**config.mk**
```make
export PLATFORM = sky130hd
export DESIGN_NAME = refcount_compacting_object_index_top
export DESIGN_NICKNAME = d
export VERILOG_FILES = /design/src/rcoi_pkg.sv /design/src/refcount_compacting_object_index_top.sv
export SDC_FILE = /design/constraint.sdc
export NUM_CORES = 2
export LEC_CHECK = 0
export ABC_AREA = 0
export BUFFER_PORTS_ARGS = -buffer_cell sky130_fd_sc_hd__buf_4
export CAP_MARGIN = 20
export CORE_UTILIZATION = 30
export CTS_CLUSTER_DIAMETER = 100
export DETAILED_ROUTE_END_ITERATION = 10
export PLACE_DENSITY = 0.54
export SLEW_MARGIN = 20
export SYNTH_ARGS = -nofsm -noshare
export SYNTH_HDL_FRONTEND = slang
export SYNTH_MEMORY_MAX_BITS = 65536
export SYNTH_SLANG_ARGS = --single-unit
```
**constraint.sdc**
```tcl
create_clock -name clk -period 16.24 [get_ports clk]
set_clock_uncertainty 0.1 [all_clocks]
set_input_delay 0.812 -clock clk [delete_from_list [all_inputs] [get_ports clk]]
set_output_delay 0.812 -clock clk [all_outputs]
set_load 0.005 [all_outputs]
```
**src/rcoi_pkg.sv**
```systemverilog
// ----------------------------------------------------------------------------
// rcoi_pkg
// Types and constants shared by the object index block.
// ----------------------------------------------------------------------------
package rcoi_pkg;

  localparam int POOL_BYTES_DEF  = 65536;
  localparam int MAX_OBJECTS_DEF = 64;

  localparam logic [15:0] COUNT_MAX = 16'hFFFF;

  typedef enum logic [1:0] {
    OP_INSERT   = 2'd0,
    OP_RETRIEVE = 2'd1,
    OP_ADD      = 2'd2,
    OP_DROP     = 2'd3
  } op_t;

  typedef struct packed {
    logic [1:0]  opcode;
    logic [16:0] obj_size;
    logic [15:0] handle;
  } in_item_t;

  typedef struct packed {
    logic [15:0] new_handle;
    logic        found;
    logic        buffer_sel;
    logic [15:0] obj_offset;
    logic        did_compact;
    logic [6:0]  live_objects;
    logic [16:0] bytes_used;
    logic [16:0] bytes_freed;
  } out_item_t;

  // one index entry as held in memory
  typedef struct packed {
    logic [15:0] handle;
    logic [16:0] size;
    logic [15:0] offset;
    logic [15:0] refs;
  } entry_t;

endpackage

```
**src/refcount_compacting_object_index_top.sv**
```systemverilog
// ----------------------------------------------------------------------------
// refcount_compacting_object_index_top
// Reference counted bump allocator index with a compacting collector.
// ----------------------------------------------------------------------------
// One item at a time. The entries sit in a memory with one write port and a
// registered read port, and a sequencer walks it one entry at a time, through
// a read state and a check state for each. Retrieve, add and drop scan from
// entry 0 until the handle matches, or over all entries in use for a miss.
// An insert that fits is written at once; one that does not fit compacts
// first and then tries again. The sequencer returns to idle before the next
// item is taken. The finished result sits in an output register until taken.
module refcount_compacting_object_index_top #(
  parameter int POOL_BYTES  = rcoi_pkg::POOL_BYTES_DEF,
  parameter int MAX_OBJECTS = rcoi_pkg::MAX_OBJECTS_DEF
) (
  input  logic                clk,
  input  logic                rst,
  input  logic                in_valid,
  output logic                in_ready,
  input  rcoi_pkg::in_item_t  in_data,
  output logic                out_valid,
  input  logic                out_ready,
  output rcoi_pkg::out_item_t out_data
);
  import rcoi_pkg::*;

  localparam int AW = (MAX_OBJECTS > 1) ? $clog2(MAX_OBJECTS) : 1;
  localparam int CW = $clog2(MAX_OBJECTS + 1);
  localparam int BW = $clog2(POOL_BYTES + 1);

  typedef enum logic [2:0] {
    S_IDLE, S_RD, S_CHK, S_INS, S_DONE
  } state_t;

  state_t        state;
  entry_t        mem [MAX_OBJECTS];
  entry_t        rd_data;
  logic [AW-1:0] rd_addr;
  logic          mem_we;
  logic [AW-1:0] wr_addr;
  entry_t        wr_data;

  in_item_t      req;
  logic [CW-1:0] entries_used;
  logic [CW-1:0] rptr;
  logic [CW-1:0] wptr;
  logic [15:0]   next_handle;
  logic          active_buffer;
  logic [BW-1:0] used_bytes;
  logic [BW-1:0] off_acc;
  logic [BW-1:0] gone;
  logic          compacting;
  out_item_t     res;

  // entry memory
  always_ff @(posedge clk) begin
    if (mem_we) mem[wr_addr] <= wr_data;
    rd_data <= mem[rd_addr];
  end

  // fit test against current totals
  function automatic logic fits_f(input logic [16:0] sz, input logic [CW-1:0] n,
                                  input logic [BW-1:0] ub);
    logic [BW:0] room;
    room = (BW+1)'(POOL_BYTES) - {1'b0, ub};
    return (sz != '0) && (n < CW'(MAX_OBJECTS)) && (ub <= BW'(POOL_BYTES))
           && ({{(BW+1){1'b0}}, sz} <= {17'b0, room});
  endfunction

  logic          fit_now;
  logic [BW-1:0] new_off;
  logic [15:0]   inc_handle;
  assign fit_now    = fits_f(req.obj_size, entries_used, used_bytes);
  assign inc_handle = (next_handle == 16'hFFFF) ? 16'd1 : next_handle + 16'd1;

  // memory port control
  always_comb begin
    mem_we  = 1'b0;
    wr_addr = rptr[AW-1:0];
    wr_data = rd_data;
    rd_addr = rptr[AW-1:0];
    new_off = off_acc + BW'(rd_data.size);
    if (state == S_CHK) begin
      if (compacting) begin
        wr_addr        = wptr[AW-1:0];
        wr_data.offset = 16'(off_acc);
        mem_we         = (rd_data.refs != '0);
      end else if (rd_data.handle == req.handle) begin
        mem_we = (req.opcode == OP_ADD && rd_data.refs != COUNT_MAX) ||
                 (req.opcode == OP_DROP && rd_data.refs != '0);
        wr_data.refs = (req.opcode == OP_ADD) ? rd_data.refs + 16'd1
                                              : rd_data.refs - 16'd1;
      end
    end else if (state == S_INS) begin
      wr_addr = entries_used[AW-1:0];
      wr_data = '{handle: next_handle, size: req.obj_size,
                  offset: 16'(used_bytes), refs: 16'd1};
      mem_we  = fit_now;
    end
  end

  assign in_ready  = (state == S_IDLE);
  assign out_valid = (state == S_DONE);
  assign out_data  = res;

  // sequencer
  always_ff @(posedge clk) begin
    if (rst) begin
      state         <= S_IDLE;
      entries_used  <= '0;
      next_handle   <= 16'd1;
      active_buffer <= 1'b0;
      used_bytes    <= '0;
      rptr          <= '0;
      compacting    <= 1'b0;
    end else begin
      case (state)
        S_IDLE: begin
          if (in_valid) begin
            req        <= in_data;
            res        <= '0;
            rptr       <= '0;
            wptr       <= '0;
            off_acc    <= '0;
            gone       <= '0;
            compacting <= 1'b0;
            state      <= (in_data.opcode == OP_INSERT) ? S_INS : S_RD;
          end
        end
        S_INS: begin
          if (!fit_now && !compacting && !res.did_compact) begin
            compacting      <= 1'b1;
            res.did_compact <= 1'b1;
            state           <= S_RD;
          end else begin
            if (fit_now) begin
              entries_used   <= entries_used + CW'(1);
              used_bytes     <= used_bytes + BW'(req.obj_size);
              res.new_handle <= next_handle;
              res.buffer_sel <= active_buffer;
              res.obj_offset <= 16'(used_bytes);
              res.bytes_used <= 17'(used_bytes + BW'(req.obj_size));
              next_handle    <= inc_handle;
            end else begin
              res.bytes_used <= 17'(used_bytes);
            end
            state <= S_DONE;
          end
        end
        S_RD: begin
          // end of walk
          if (rptr >= entries_used) begin
            if (compacting) begin
              entries_used     <= wptr;
              used_bytes       <= off_acc;
              active_buffer    <= ~active_buffer;
              res.live_objects <= 7'(wptr);
              res.bytes_freed  <= 17'(gone);
              compacting       <= 1'b0;
              state            <= S_INS;
            end else begin
              res.bytes_used <= 17'(used_bytes);
              state          <= S_DONE;
            end
          end else begin
            state <= S_CHK;
          end
        end
        S_CHK: begin
          rptr  <= rptr + CW'(1);
          state <= (!compacting && rd_data.handle == req.handle) ? S_DONE : S_RD;
          if (compacting) begin
            if (rd_data.refs == '0) begin
              gone <= gone + BW'(rd_data.size);
            end else begin
              off_acc <= new_off;
              wptr    <= wptr + CW'(1);
            end
          end else if (rd_data.handle == req.handle) begin
            res.found      <= 1'b1;
            res.buffer_sel <= active_buffer;
            res.obj_offset <= rd_data.offset;
            res.bytes_used <= 17'(used_bytes);
          end
        end
        S_DONE: begin
          if (out_ready) state <= S_IDLE;
        end
        default: state <= S_IDLE;
      endcase
    end
  end

endmodule

```
==> impl_metrics.json <==
{
  "cp_data_required_time_ps": 16710,
  "postCtsSetupRepairBufs": 0,
  "fin_crit_sh_pct": 46.4,
  "cp-start-kind": "flop",
  "antenna_found_initial": 72,
  "worstReg2RegStart": "used_bytes[1]",
  "critPathKind": "reg2reg",
  "final_common_cell": "edfxtp_1",
  "min_period_ps": 7530,
  "met3_length_um": 49000,
  "r2r-end": "mem[6][37]",
  "cts_made_buffers": 446,
  "synth_fp_nets": 7519,
  "drc_errors": 0,
  "holdWs_ps": 72.2,
  "cts_tree": "built",
  "peakVddDrop_mv": 0.114,
  "synthDistinctLibCells": 80,
  "place_congestion": 0.859,
  "multi_input_area_um2": 39000,
  "synth_compound_area_share_pct": 1.44,
  "p_leak_nw": 59.5,
  "ys_ff_latch": 4429,
  "cts_resized": 0,
  "clock-sinks": 4429,
  "seqPwrFrac_pct": 52.5,
  "die_area_um2": 575000,
  "dr.pass1.iters": 7,
  "postCtsHoldBufs": 27,
  "ant_nets": 0,
  "maxSlewViolCount": 0,
  "avgSynthCellArea_um2": 23.3,
  "synth_area_um2": 172000,
  "wl_met1_um": 219000,
  "p_int_mw": 18.9,
  "wl_per_cell_um": 33.2,
  "final_cell_mix": "edfxtp_1 (4,312), mux4_2 (1,365), clkbuf_16 (452), buf_4 (331), nand2_1 (139)",
  "hold_viol": 0,
  "num_vias": 84200,
  "grt_max_degree": 142,
  "avgViaCountPerCell": 5.34,
  "synth-xor-area-share_pct": 0.439,
  "rsz0062_at_grt": "no",
  "clk_latency_ps": 1080,
  "cts_buffer_depth": 4,
  "yosysSeqAreaShare_pct": 76.8,
  "hpwl_um": 325000,
  "p_sw_share_pct": 22.6,
  "yosys.area_share.simple_pct": 1.75,
  "max-cap-violations": 0,
  "crit_arrival_ps": 8000,
  "synthAdderAreaFrac_pct": 0.717,
  "io_buffers": 116,
  "reg2reg_slack_ps": 8710,
  "p_comb_share_pct": 5.6,
  "grt_pass1_wl_um": 713000,
  "hp-class": "in2reg",
  "crit_start": "used_bytes[1]",
  "synthToLayoutAreaGrowth_pct": 15.6,
  "synth-edff-count": 4312,
  "fin_area_um2": 198000,
  "status": "finished, final reports clean",
  "crit_end": "mem[6][37]",
  "setup_viol": 0,
  "tightest_slew_ps": 1220,
  "synth.area.mux_share_pct": 17.9,
  "ys_warn_count": 0,
  "grt_pass1_vias": 82600,
  "coreArea_um2": 569000,
  "p_clk_share_pct": 41.8,
  "hp-start": "in_data[24]",
  "wirelength_um": 525000,
  "fin_util_pct": 34.8,
  "overflow": 0,
  "nets": 7987,
  "synth-async-reset-ratio_pct": 0,
  "nFillCells": 52100,
  "clk_pin_slew_ps": 60,
  "cts-root-buf": "clkbuf_16",
  "dpl_cell_area_um2": 183000,
  "p_switching_mw": 5.50,
  "ys_dominant_reg_cell": "edfxtp_1",
  "crit_fanout": 42,
  "slew_headroom_pct": 18.6,
  "grt.total_usage_pct": 17.8,
  "p_per_area_nw_per_um2": 123,
  "max_freq_mhz": 133,
  "rows": 277,
  "drt_iter0_markers": 12600,
  "die-width_um": 759,
  "synth_top_family_by_area": "multiplexers",
  "die_h_um": 759,
  "initial_core_util_pct": 30.2,
  "ios": 117,
  "highest_layer": "met5",
  "endpoint_kind": "flop",
  "seq_area_um2": 132000,
  "setup_tns_ps": 0,
  "cts_max_level": 5,
  "reg2regPathDepth": 17,
  "drive_gt1_share_pct": 30.5,
  "synthCells": 7384,
  "met2_length_um": 241000
}
worst min path at each step:
stage | end | slack (ps) | cells after the start
detailed placement | next_handle[9] | 400 | 2
finish | req[24] | 70 | 1
global placement | next_handle[9] | 380 | 2
floorplan | next_handle[1] | 360 | 2
global route | req[24] | 30 | 1
CTS | req[24] | 10 | 1
flip-flops by register name (all words and copies together), names as in the netlist:
signal,count
next_handle,16
off_acc,17
mem,4160
entries_used,7
state,3
req,35
gone,17
active_buffer,1
out_data,76
used_bytes,17
rd_data,65
wptr,7
rptr,7
compacting,1
logic make-up (layout without fill, tap and decap cells):
family | count (synthesis) | count (layout)
xor gates and xnor gates | 86 | 86
buffers and inverters | 425 | 1276
other | 0 | 16
adders and majority gates | 96 | 96
and+or+nand+nor | 617 | 617
DFF | 4429 | 4429
muxes | 1369 | 1369
AOI/OAI and AO/OA | 362 | 362
worst max-delay path, cell delays in order (launching register included):
cell and delay (ps):
dfxtp_1 390, inv_1 170, ha_1 210, nor3b_1 550
nand2_1 270, nor4_2 400, ha_1 180, inv_1 50
ha_1 310, nand3_1 120, nor4_1 450, a221oi_2 120
o31a_2 300, o32ai_1 450, buf_4 260, nand3_1 640
nor2_4 1040, buf_4 980
layer usage:
| layer | GRT usage (%) | up-vias |
|---|---|---|
| met5 | 0 | - |
| met4 | 4.81 | 8 |
| met3 | 3.77 | 672 |
| met2 | 27.7 | 4284 |
| li1 | - | 32700 |
| met1 | 25.5 | 46500 |
cell type report:
type                       count  area share [%]
clock inverter               254            1.23
clock buffer                 577            6.06
tap                         7533            4.75
sequential                  4429            66.4
timing repair buffer         392            1.72
multi-input combinational   2530            19.7
antenna                       16          0.0202
inverter                      53           0.104
synthesized netlist by cell type (42+ instances only):
cell type / n / area share [%]
xor2_1: 42 / 0.21
buf_1: 83 / 0.18
dfxtp_1: 117 / 1.4
nand2_1: 141 / 0.31
nand3_1: 78 / 0.23
ha_1: 92 / 0.67
inv_1: 52 / 0.11
edfxtp_1: 4312 / 75
clkbuf_1: 280 / 0.61
mux4_2: 1365 / 18
a21oi_1: 72 / 0.21
nor2_1: 182 / 0.40
xnor2_1: 44 / 0.22
o21ai_0: 85 / 0.25
power by group through the flow:
stage	clock (mW)	sequential (mW)	combinational [mW]
floorplan	0	13.0	0.755
global placement	0	13.0	1.35
detailed placement	0	13.0	1.37
CTS	10.3	12.8	1.38
global route	10.8	12.8	1.45
finish	10.2	12.8	1.37
through the flow:
stage / setup WS, ps / total power, mW / instances
after CTS: 8670 / 24.5 / 15800
after global routing: 8260 / 25.0 / 15800
after floorplan: 9220 / 13.7 / 7384
after detailed placement: 8700 / 14.4 / 14900
after global placement: 8500 / 14.4 / 14900
final: 8710 / 24.4 / 15800
Power figures use the tool's default switching activity.
